**config.mk**
```make
export PLATFORM = sky130hd
export DESIGN_NAME = bmp24_to_framebuffer_blit_flat
export DESIGN_NICKNAME = d
export VERILOG_FILES = /design/src/hdl/bmp_blit_pkg.sv /design/src/hdl/bmp_blit_if.sv /design/src/hdl/bmp24_to_framebuffer_blit.sv /design/src/flat_wrapper.sv
export SDC_FILE = /design/constraint.sdc
export NUM_CORES = 1
export LEC_CHECK = 0
export BUFFER_PORTS_ARGS = -buffer_cell sky130_fd_sc_hd__buf_4
export CAP_MARGIN = 20
export CORE_UTILIZATION = 30
export DETAILED_ROUTE_END_ITERATION = 8
export GPL_ROUTABILITY_DRIVEN = 0
export PLACE_DENSITY = 0.5
export SLEW_MARGIN = 40
export SYNTH_ARGS = -nofsm -noshare
export SYNTH_HDL_FRONTEND = slang
export SYNTH_SLANG_ARGS = --single-unit
```
**constraint.sdc**
```tcl
create_clock -name clk -period 4.5 [get_ports clk]
set_input_delay 1.35 -clock clk [delete_from_list [all_inputs] [get_ports clk]]
set_output_delay 1.35 -clock clk [all_outputs]
set_load 0.005 [all_outputs]
```
**src/hdl/bmp_blit_pkg.sv**
```systemverilog
// ----------------------------------------------------------------------------
// BMP blitter package
// Shared constants, header offsets and result status codes for the 24-bit
// BMP to frame-buffer blitter.
// ----------------------------------------------------------------------------
`timescale 1ns / 1ps
`default_nettype none

package bmp_blit_pkg;

	// Frame and image limits (defaults for the top-level parameters)
	localparam int FB_WIDTH_DEF      = 640;
	localparam int FB_HEIGHT_DEF     = 480;
	localparam int MAX_IMAGE_DIM_DEF = 1024;

	// Fixed field widths
	localparam int DATA_W       = 8;
	localparam int ADDR_W       = 19;
	localparam int PIXEL_W      = 24;
	localparam int ORIGIN_ROW_W = 9;
	localparam int ORIGIN_COL_W = 10;
	localparam int CFG_DATA_W   = 10;
	localparam int HDR_CNT_W    = 6;
	localparam int HDR_WORD_W   = 32;

	// Byte offsets within the file
	localparam int INFO_HEADER_AT = 14;
	localparam int WIDTH_AT       = INFO_HEADER_AT + 4;
	localparam int HEIGHT_AT      = INFO_HEADER_AT + 8;
	localparam int PIXELS_AT      = 54;

	// Configuration register indexes
	typedef enum logic [0:0] {
		CFG_ORIGIN_ROW = 1'b0,
		CFG_ORIGIN_COL = 1'b1
	} cfg_index_t;

	// Result status codes
	typedef enum logic [1:0] {
		ST_WRITTEN = 2'd0,
		ST_DROPPED = 2'd1,
		ST_HDR_ERR = 2'd2
	} status_t;

	// Byte position within a B,G,R triple
	typedef enum logic [1:0] {
		PH_BLUE  = 2'd0,
		PH_GREEN = 2'd1,
		PH_RED   = 2'd2
	} phase_t;

endpackage

`default_nettype wire

```
**src/hdl/bmp_blit_if.sv**
```systemverilog
// ----------------------------------------------------------------------------
// BMP blitter channels
// Valid/ready channels for file bytes in and frame-buffer writes out.
// ----------------------------------------------------------------------------
`timescale 1ns / 1ps
`default_nettype none

// File byte stream
interface bmp_blit_byte_if;
	logic                            valid;
	logic                            ready;
	logic [bmp_blit_pkg::DATA_W-1:0] data_byte;
	logic                            first_byte;

	modport source (output valid, output data_byte, output first_byte, input ready);
	modport sink   (input valid, input data_byte, input first_byte, output ready);
endinterface

// Frame-buffer write stream
interface bmp_blit_pix_if;
	logic                             valid;
	logic                             ready;
	logic [bmp_blit_pkg::ADDR_W-1:0]  fb_address;
	logic [bmp_blit_pkg::PIXEL_W-1:0] pixel_value;
	bmp_blit_pkg::status_t            status;
	logic                             last_pixel;

	modport source (output valid, output fb_address, output pixel_value, output status,
		output last_pixel, input ready);
	modport sink   (input valid, input fb_address, input pixel_value, input status,
		input last_pixel, output ready);
endinterface

`default_nettype wire

```
**src/hdl/bmp24_to_framebuffer_blit.sv**
```systemverilog
// ----------------------------------------------------------------------------
// 24-bit BMP to frame-buffer blitter
// Parses a bottom-up 24-bit BMP byte stream and emits one frame-buffer write
// per pixel, flipped upright and offset by the image origin.
// ----------------------------------------------------------------------------
//  channel   dir  handshake    word
//  src       in   valid/ready  data_byte, first_byte
//  dst       out  valid/ready  fb_address, pixel_value, status, last_pixel
//  cfg       in   cfg_we       cfg_index, cfg_wdata (origin row, origin column)
//
//  One byte is taken every cycle while src.ready is high; the byte that
//  completes a pixel passes the parse stage, then the address multiply stage.
//  A pixel needs three bytes, so at most one word per three bytes appears.
//  arst_n clears the parser, the configuration registers and both stage
//  valid flags.
//  A stall on dst holds a full stage 2; src.ready drops only when both are full.
// ----------------------------------------------------------------------------
`timescale 1ns / 1ps
`default_nettype none

module bmp24_to_framebuffer_blit #(
	parameter int FB_WIDTH      = bmp_blit_pkg::FB_WIDTH_DEF,
	parameter int FB_HEIGHT     = bmp_blit_pkg::FB_HEIGHT_DEF,
	parameter int MAX_IMAGE_DIM = bmp_blit_pkg::MAX_IMAGE_DIM_DEF
) (
	input  wire logic                                clk,
	input  wire logic                                arst_n,
	input  wire logic                                cfg_we,
	input  wire bmp_blit_pkg::cfg_index_t            cfg_index,
	input  wire logic [bmp_blit_pkg::CFG_DATA_W-1:0] cfg_wdata,
	bmp_blit_byte_if.sink                            src,
	bmp_blit_pix_if.source                           dst
);

	localparam int DIM_W  = $clog2(MAX_IMAGE_DIM + 1);
	localparam int ROW_W  = ((DIM_W > bmp_blit_pkg::ORIGIN_ROW_W) ? DIM_W
		: bmp_blit_pkg::ORIGIN_ROW_W) + 1;
	localparam int COL_W  = ((DIM_W > bmp_blit_pkg::ORIGIN_COL_W) ? DIM_W
		: bmp_blit_pkg::ORIGIN_COL_W) + 1;
	localparam int FBW_W  = $clog2(FB_WIDTH + 1);
	localparam int PROD_W = ROW_W + FBW_W + 1;
	localparam int AW     = bmp_blit_pkg::ADDR_W;
	localparam int HW     = bmp_blit_pkg::HDR_WORD_W;
	localparam int HCW    = bmp_blit_pkg::HDR_CNT_W;
	localparam int RW     = bmp_blit_pkg::ORIGIN_ROW_W;
	localparam int CW     = bmp_blit_pkg::ORIGIN_COL_W;
	localparam int DW     = bmp_blit_pkg::DATA_W;

	// Configuration registers
	logic [RW-1:0] origin_row_q;
	logic [CW-1:0] origin_col_q;

	always_ff @(posedge clk or negedge arst_n) begin
		if (!arst_n) begin
			origin_row_q <= '0;
			origin_col_q <= '0;
		end else if (cfg_we) begin
			unique case (cfg_index)
				bmp_blit_pkg::CFG_ORIGIN_ROW: origin_row_q <= cfg_wdata[RW-1:0];
				bmp_blit_pkg::CFG_ORIGIN_COL: origin_col_q <= cfg_wdata[CW-1:0];
				default: ;
			endcase
		end
	end

	// Parser state
	logic [HCW-1:0]       header_count_q;
	logic [HW-1:0]        header_word_q;
	logic [DIM_W-1:0]     image_width_q;
	logic [DIM_W-1:0]     image_height_q;
	logic [DIM_W-1:0]     column_count_q;
	logic [DIM_W-1:0]     source_row_q;
	bmp_blit_pkg::phase_t byte_phase_q;
	logic [1:0]           pad_left_q;
	logic [DW-1:0]        blue_hold_q;
	logic [DW-1:0]        green_hold_q;
	logic                 parse_failed_q;

	// Next-state values
	logic [HCW-1:0]       hc_d;
	logic [HW-1:0]        hw_d;
	logic [DIM_W-1:0]     iw_d;
	logic [DIM_W-1:0]     ih_d;
	logic [DIM_W-1:0]     cc_d;
	logic [DIM_W-1:0]     sr_d;
	bmp_blit_pkg::phase_t ph_d;
	logic [1:0]           pad_d;
	logic [DW-1:0]        bh_d;
	logic [DW-1:0]        gh_d;
	logic                 pf_d;

	// Result of the current byte
	logic                 res_v;
	logic                 res_err;
	logic                 res_last;
	logic [ROW_W-1:0]     res_row;
	logic [COL_W-1:0]     res_col;

	// Stage 1 and output registers
	logic                         valid_s1;
	logic                         err_s1;
	logic                         last_s1;
	logic                         inframe_s1;
	logic [ROW_W-1:0]             row_s1;
	logic [COL_W-1:0]             col_s1;
	logic [bmp_blit_pkg::PIXEL_W-1:0] pixel_s1;

	logic                             out_valid_q;
	logic [AW-1:0]                    fb_address_q;
	logic [bmp_blit_pkg::PIXEL_W-1:0] pixel_value_q;
	bmp_blit_pkg::status_t            status_q;
	logic                             last_pixel_q;

	logic adv_s2;
	logic accept;

	assign adv_s2    = !out_valid_q || dst.ready;
	assign src.ready = !valid_s1 || adv_s2;
	assign accept    = src.valid && src.ready;

	// Parse one byte: header capture, padding skip, triple assembly
	always_comb begin
		logic [HW-1:0] hw_new;
		hc_d     = src.first_byte ? '0 : header_count_q;
		hw_d     = src.first_byte ? '0 : header_word_q;
		iw_d     = src.first_byte ? '0 : image_width_q;
		ih_d     = src.first_byte ? '0 : image_height_q;
		cc_d     = src.first_byte ? '0 : column_count_q;
		sr_d     = src.first_byte ? '0 : source_row_q;
		ph_d     = src.first_byte ? bmp_blit_pkg::PH_BLUE : byte_phase_q;
		pad_d    = src.first_byte ? '0 : pad_left_q;
		bh_d     = src.first_byte ? '0 : blue_hold_q;
		gh_d     = src.first_byte ? '0 : green_hold_q;
		pf_d     = src.first_byte ? 1'b0 : parse_failed_q;
		res_v    = 1'b0;
		res_err  = 1'b0;
		res_last = 1'b0;
		res_row  = '0;
		res_col  = '0;
		hw_new   = {src.data_byte, hw_d[HW-1:DW]};

		if (32'(hc_d) < 32'(bmp_blit_pkg::PIXELS_AT)) begin
			// header byte
			if (32'(hc_d) >= 32'(bmp_blit_pkg::WIDTH_AT) &&
				32'(hc_d) < 32'(bmp_blit_pkg::HEIGHT_AT + 4)) begin
				hw_d = hw_new;
			end
			if (32'(hc_d) == 32'(bmp_blit_pkg::WIDTH_AT + 3)) begin
				if (hw_d == '0 || 64'(hw_d) > 64'(MAX_IMAGE_DIM)) pf_d = 1'b1;
				else iw_d = hw_d[DIM_W-1:0];
			end else if (32'(hc_d) == 32'(bmp_blit_pkg::HEIGHT_AT + 3)) begin
				if (pf_d || hw_d == '0 || 64'(hw_d) > 64'(MAX_IMAGE_DIM)) begin
					pf_d    = 1'b1;
					res_v   = 1'b1;
					res_err = 1'b1;
				end else begin
					ih_d = hw_d[DIM_W-1:0];
				end
			end
			hc_d = hc_d + HCW'(1);
		end else if (!pf_d && sr_d < ih_d) begin
			if (pad_d != '0) begin
				// row padding
				pad_d = pad_d - 2'd1;
			end else begin
				case (ph_d)
					bmp_blit_pkg::PH_BLUE: begin
						bh_d = src.data_byte;
						ph_d = bmp_blit_pkg::PH_GREEN;
					end
					bmp_blit_pkg::PH_GREEN: begin
						gh_d = src.data_byte;
						ph_d = bmp_blit_pkg::PH_RED;
					end
					bmp_blit_pkg::PH_RED: begin
						// pixel complete: flip the row and place it
						ph_d    = bmp_blit_pkg::PH_BLUE;
						res_v   = 1'b1;
						res_row = ROW_W'(origin_row_q) + ROW_W'(ih_d - DIM_W'(1) - sr_d);
						res_col = COL_W'(origin_col_q) + COL_W'(cc_d);
						cc_d    = cc_d + DIM_W'(1);
						if (cc_d >= iw_d) begin
							cc_d     = '0;
							pad_d    = iw_d[1:0];
							sr_d     = sr_d + DIM_W'(1);
							res_last = (sr_d >= ih_d);
						end
					end
					default: ;
				endcase
			end
		end
	end

	// Parser state register
	always_ff @(posedge clk or negedge arst_n) begin
		if (!arst_n) begin
			header_count_q <= '0;
			header_word_q  <= '0;
			image_width_q  <= '0;
			image_height_q <= '0;
			column_count_q <= '0;
			source_row_q   <= '0;
			byte_phase_q   <= bmp_blit_pkg::PH_BLUE;
			pad_left_q     <= '0;
			blue_hold_q    <= '0;
			green_hold_q   <= '0;
			parse_failed_q <= 1'b0;
		end else if (accept) begin
			header_count_q <= hc_d;
			header_word_q  <= hw_d;
			image_width_q  <= iw_d;
			image_height_q <= ih_d;
			column_count_q <= cc_d;
			source_row_q   <= sr_d;
			byte_phase_q   <= ph_d;
			pad_left_q     <= pad_d;
			blue_hold_q    <= bh_d;
			green_hold_q   <= gh_d;
			parse_failed_q <= pf_d;
		end
	end

	// Stage 1: result of the parse, frame clipping
	always_ff @(posedge clk or negedge arst_n) begin
		if (!arst_n) begin
			valid_s1 <= 1'b0;
		end else if (src.ready) begin
			valid_s1 <= accept && res_v;
		end
	end

	always_ff @(posedge clk) begin
		if (accept && res_v) begin
			err_s1     <= res_err;
			last_s1    <= res_last;
			row_s1     <= res_row;
			col_s1     <= res_col;
			inframe_s1 <= (32'(res_row) < 32'(FB_HEIGHT)) && (32'(res_col) < 32'(FB_WIDTH));
			pixel_s1   <= res_err ? '0 : {bh_d, gh_d, src.data_byte};
		end
	end

	// Stage 2: frame-buffer address and output word
	always_ff @(posedge clk or negedge arst_n) begin
		if (!arst_n) begin
			out_valid_q <= 1'b0;
		end else if (adv_s2) begin
			out_valid_q <= valid_s1;
		end
	end

	always_ff @(posedge clk) begin
		if (adv_s2 && valid_s1) begin
			pixel_value_q <= pixel_s1;
			last_pixel_q  <= last_s1;
			if (err_s1) begin
				fb_address_q <= '0;
				status_q     <= bmp_blit_pkg::ST_HDR_ERR;
			end else if (inframe_s1) begin
				fb_address_q <= AW'(PROD_W'(row_s1) * PROD_W'(FB_WIDTH) + PROD_W'(col_s1));
				status_q     <= bmp_blit_pkg::ST_WRITTEN;
			end else begin
				fb_address_q <= '0;
				status_q     <= bmp_blit_pkg::ST_DROPPED;
			end
		end
	end

	assign dst.valid       = out_valid_q;
	assign dst.fb_address  = fb_address_q;
	assign dst.pixel_value = pixel_value_q;
	assign dst.status      = status_q;
	assign dst.last_pixel  = last_pixel_q;

endmodule

`default_nettype wire

```
**src/flat_wrapper.sv**
```systemverilog
// flat-port wrapper written by rule: the top's interface ports become plain ports
module bmp24_to_framebuffer_blit_flat 
#(
	parameter int FB_WIDTH      = bmp_blit_pkg::FB_WIDTH_DEF,
	parameter int FB_HEIGHT     = bmp_blit_pkg::FB_HEIGHT_DEF,
	parameter int MAX_IMAGE_DIM = bmp_blit_pkg::MAX_IMAGE_DIM_DEF
)
  (clk, arst_n, cfg_we, cfg_index, cfg_wdata, src_valid, src_data_byte, src_first_byte, src_ready, dst_valid, dst_fb_address, dst_pixel_value, dst_status, dst_last_pixel, dst_ready);
  bmp_blit_byte_if src_i ();
  bmp_blit_pix_if dst_i ();
  input  wire logic clk;
  input  wire logic arst_n;
  input  wire logic cfg_we;
  input  wire bmp_blit_pkg::cfg_index_t cfg_index;
  input  wire logic [bmp_blit_pkg::CFG_DATA_W-1:0] cfg_wdata;
  input wire logic [$bits(src_i.valid)-1:0] src_valid;
  input wire logic [$bits(src_i.data_byte)-1:0] src_data_byte;
  input wire logic [$bits(src_i.first_byte)-1:0] src_first_byte;
  output wire logic [$bits(src_i.ready)-1:0] src_ready;
  output wire logic [$bits(dst_i.valid)-1:0] dst_valid;
  output wire logic [$bits(dst_i.fb_address)-1:0] dst_fb_address;
  output wire logic [$bits(dst_i.pixel_value)-1:0] dst_pixel_value;
  output wire logic [$bits(dst_i.status)-1:0] dst_status;
  output wire logic [$bits(dst_i.last_pixel)-1:0] dst_last_pixel;
  input wire logic [$bits(dst_i.ready)-1:0] dst_ready;
  assign src_i.valid = src_valid;
  assign src_i.data_byte = src_data_byte;
  assign src_i.first_byte = src_first_byte;
  assign src_ready = src_i.ready;
  assign dst_valid = dst_i.valid;
  assign dst_fb_address = dst_i.fb_address;
  assign dst_pixel_value = dst_i.pixel_value;
  assign dst_status = dst_i.status;
  assign dst_last_pixel = dst_i.last_pixel;
  assign dst_i.ready = dst_ready;
  bmp24_to_framebuffer_blit #(.FB_WIDTH(FB_WIDTH), .FB_HEIGHT(FB_HEIGHT), .MAX_IMAGE_DIM(MAX_IMAGE_DIM)) u_core (.clk(clk), .arst_n(arst_n), .cfg_we(cfg_we), .cfg_index(cfg_index), .cfg_wdata(cfg_wdata), .src(src_i), .dst(dst_i));
endmodule
```
==> results.cfg <==
[floorplan]
fp.dieArea_sq_mm = 0.0422
core.rowCount = 74
pin_count = 73
initial_core_util = 0.304
die_x_um = 206
die_h_um = 206
coreArea_sq_mm = 0.0408

[global_routing]
grt_pass1_wl_um = 49100
use_met1 = 0.214
grt_util_all_layers = 0.148
met3_usage = 0.0200
grt_max_degree = 56
grt_pass1_vias = 8808
use_met2 = 0.234
busiest_layer = met2
grt_antenna_before_repair = 0
globalRouteOverflowTotal = 0

[timing]
hold_viol_final = 0
setup_viol = 0
finalCritPeriodShare = 0.894
maxSlewViolCount = 0
fin_tns_setup_ns = 0
worst_pin_slew_ns = 0.718
grt_setup_unrepaired = false
slew_headroom = 0.520
skew_ns = 0.0209
fmax_mhz = 248
fin_crit_ns = 4.02

[detailed_routing]
post_drt_wl_per_cell_um = 16.6
drc_errors = 0
drtPass1Iterations = 6
drt-total-wl_um = 30800
routed_via_density = 4.87
drtIter0Drc = 564
via_count = 9053
final_antenna_net_count = 0

[worst_setup_path]
crit_fanout = 11
r2r_start = u_core.source_row_q[1]$_DFFE_PN0P_
crit_type = input port to register
cp_slowest_cell = fa_1
cp.arrival_ns = 4.43
cp.required_ns = 4.91
path_delay_family = compound AO/OA/AOI/OAI gates
reg2reg_slack_ns = 1.12
crit_buf_inv = 3
start_kind = input port
max_stage_delay_ns = 0.51
startpoint = src_first_byte
worstPathCellList = buf_4 -> nand2b_4 -> inv_1 -> fa_1 -> inv_1 -> ha_1 -> fa_2 -> a21o_1 -> a21oi_2 -> o21ai_0 -> a31oi_1 -> xor2_1 -> o21ai_0 -> a211oi_1 -> a41o_1
cp-end-kind = register

[power_and_ir_drop]
total_power_uw = 4750
powerDensity_mw_per_mm2 = 318
leakage_uw = 0.00634
peakVddDrop_mv = 0.238

[clock_network]
cts_setup_buffers = 0
clock_path_buffers = 3
htree_levels = 1
clock-sinks = 221
clkLatencyLatePin_ns = 0.55
ctsRootBufferMaster = clkbuf_16
cts_tree = yes
clk_pin_slew_ns = 0.06
ctsResizeCount = 0
cts-buffers-inserted = 25
cts_hold_buffers = 0

[logic_synthesis]
ys_warn_count = 0
synthTopCellsByArea = dfrtp_1, edfxtp_1, ha_1
synth_area_sq_mm = 0.0124
synth_top_area_frac = 0.250
synth-seq-cells = 221
syn_area_per_cell_sq_um = 10.4
yosysUniqueCellTypes = 67
syn_inst = 1194
synthesis.nets = 1321
async_reset_ff_frac = 0.561
synth_ff_type = dfrtp_1
synth_top_area_cell = dfrtp_1
synth_edf_count = 97
ys_seq_area_frac = 0.484

[place]
dp_cells = 1813
hpwlAfterDp_um = 23000
port-buffer-count = 72

[finish]
multi_input_area_sq_mm = 0.00606
postLayoutCoreUtil = 0.366
drive_above_1_share = 0.179
seq_area_sq_mm = 0.00602
area_growth_pct = 20.3
n_antenna_cell = 0
fin_nets = 1435
fillers = 4050
fin_cells = 1859

[worst_hold_path]
min_from = u_core.pixel_s1[9]$_SDFFCE_PP0P_
min_path_type = register to register

[job]
cap_violations = 0

[outcome]
status = finished, final reports clean
state kept, by name, indices dropped and copies added (netlist names), 6 cells and up:
| signal | flops |
|---|---|
| u_core.dst.fb_address | 19 |
| u_core.source_row_q | 11 |
| u_core.col_s1 | 12 |
| u_core.origin_row_q | 9 |
| u_core.origin_col_q | 10 |
| u_core.column_count_q | 11 |
| u_core.blue_hold_q | 8 |
| u_core.image_height_q | 11 |
| u_core.row_s1 | 12 |
| u_core.image_width_q | 11 |
| u_core.green_hold_q | 8 |
| u_core.pixel_s1 | 24 |
| u_core.header_count_q | 6 |
| u_core.dst.pixel_value | 24 |
| u_core.header_word_q | 32 |
final timing paths:
check | to | depth (start not counted)
max | u_core.inframe_s1$_DFFE_PP_ | 15
min | u_core.dst.pixel_value[9]$_DFFE_PP_ | 0
max reg2reg | u_core.inframe_s1$_DFFE_PP_ | 14
min reg2reg | u_core.dst.pixel_value[9]$_DFFE_PP_ | 0
max in group asynchronous | u_core.header_word_q[4]$_DFFE_PN0P_ | 2
min in group asynchronous | u_core.blue_hold_q[4]$_DFFE_PN0P_ | 1
through the flow:
| stage | area [sq um] | hold slack [ns] | setup slack (ns) |
|---|---|---|---|
| final | 14900 | 0.417 | 0.475 |
| after global routing | 14900 | 0.425 | 0.353 |
| after CTS | 14900 | 0.414 | 0.488 |
| after detailed placement | 14100 | 0.405 | -0.0481 |
| after global placement | 14100 | 0.402 | 0.0402 |
| after floorplan | 12600 | 0.400 | -0.313 |
cell type report:
class,instances,share of cell area
Clock buffer,33,0.0488
Clock inverter,13,0.00896
Inverter,63,0.0158
Multi-Input combinational cell,857,0.405
Sequential cell,221,0.403
Tap cell,532,0.0445
Timing Repair Buffer,140,0.0739
Yosys cell counts, drive strengths merged, types with 5 or more instances:
| master | count |
|---|---|
| nor3 | 18 |
| nand2b | 42 |
| clkbuf | 35 |
| mux2 | 14 |
| or4 | 7 |
| nand4 | 7 |
| nand2 | 120 |
| or3 | 5 |
| a22oi | 13 |
| nand3b | 18 |
| nor2b | 34 |
| nor2 | 65 |
| nand3 | 43 |
| and2 | 18 |
| a21o | 16 |
| inv | 63 |
| o211ai | 8 |
| a22o | 31 |
| dfrtp | 124 |
| xnor2 | 27 |
| o21bai | 10 |
| and3 | 14 |
| xor2 | 22 |
| o21ai | 94 |
| a21oi | 50 |
| o21a | 8 |
| edfxtp | 97 |
| fa | 11 |
| ha | 91 |
| a31oi | 9 |
| nor4 | 11 |
| buf | 18 |
per-layer routing:
| metal | vias to the layer above | part of all wire |
|---|---|---|
| li1 | 4509 | - |
| met5 | - | 0 |
| met3 | 29 | 0.036 |
| met4 | 0 | 0.013 |
| met2 | 157 | 0.46 |
| met1 | 4358 | 0.49 |
cells by family (layout without fill, tap and decap cells):
| family | count (synthesis) | after routing | synth area share |
|---|---|---|---|
| AOI/OAI and AO/OA | 277 | 277 | 0.146 |
| xor gates and xnor gates | 49 | 49 | 0.0345 |
| adders and majority gates | 102 | 102 | 0.109 |
| buffers and inverters | 116 | 249 | 0.0399 |
| DFF | 221 | 221 | 0.484 |
| muxes | 18 | 18 | 0.0159 |
| and+or+nand+nor | 411 | 411 | 0.170 |
placed cells by master (no fill, tap or decap), types with 8 or more instances in the layout:
cell	instances
mux2_2	14
nor4_1	11
o211ai_1	8
fa_1	10
nand2_1	116
nand3_1	42
o21a_1	8
and2_1	16
a22o_1	31
ha_1	89
edfxtp_1	97
o21bai_1	10
nand3b_1	18
inv_1	62
buf_4	135
xor2_1	22
and3_1	13
o21ai_0	86
a21oi_1	48
a22oi_1	13
a21o_1	16
xnor2_1	27
nor2_1	59
nor3_1	18
dfrtp_1	124
clkbuf_16	25
a31oi_1	9
nor2b_1	31
nand2b_1	39
report_power, final:
part | internal [uW] | switching [uW] | total [uW]
clock | 1260 | 855 | 2110
sequential | 2140 | 41.6 | 2180
combinational | 196 | 264 | 460
total | 3590 | 1160 | 4750
(Power assumes the default switching activity.)
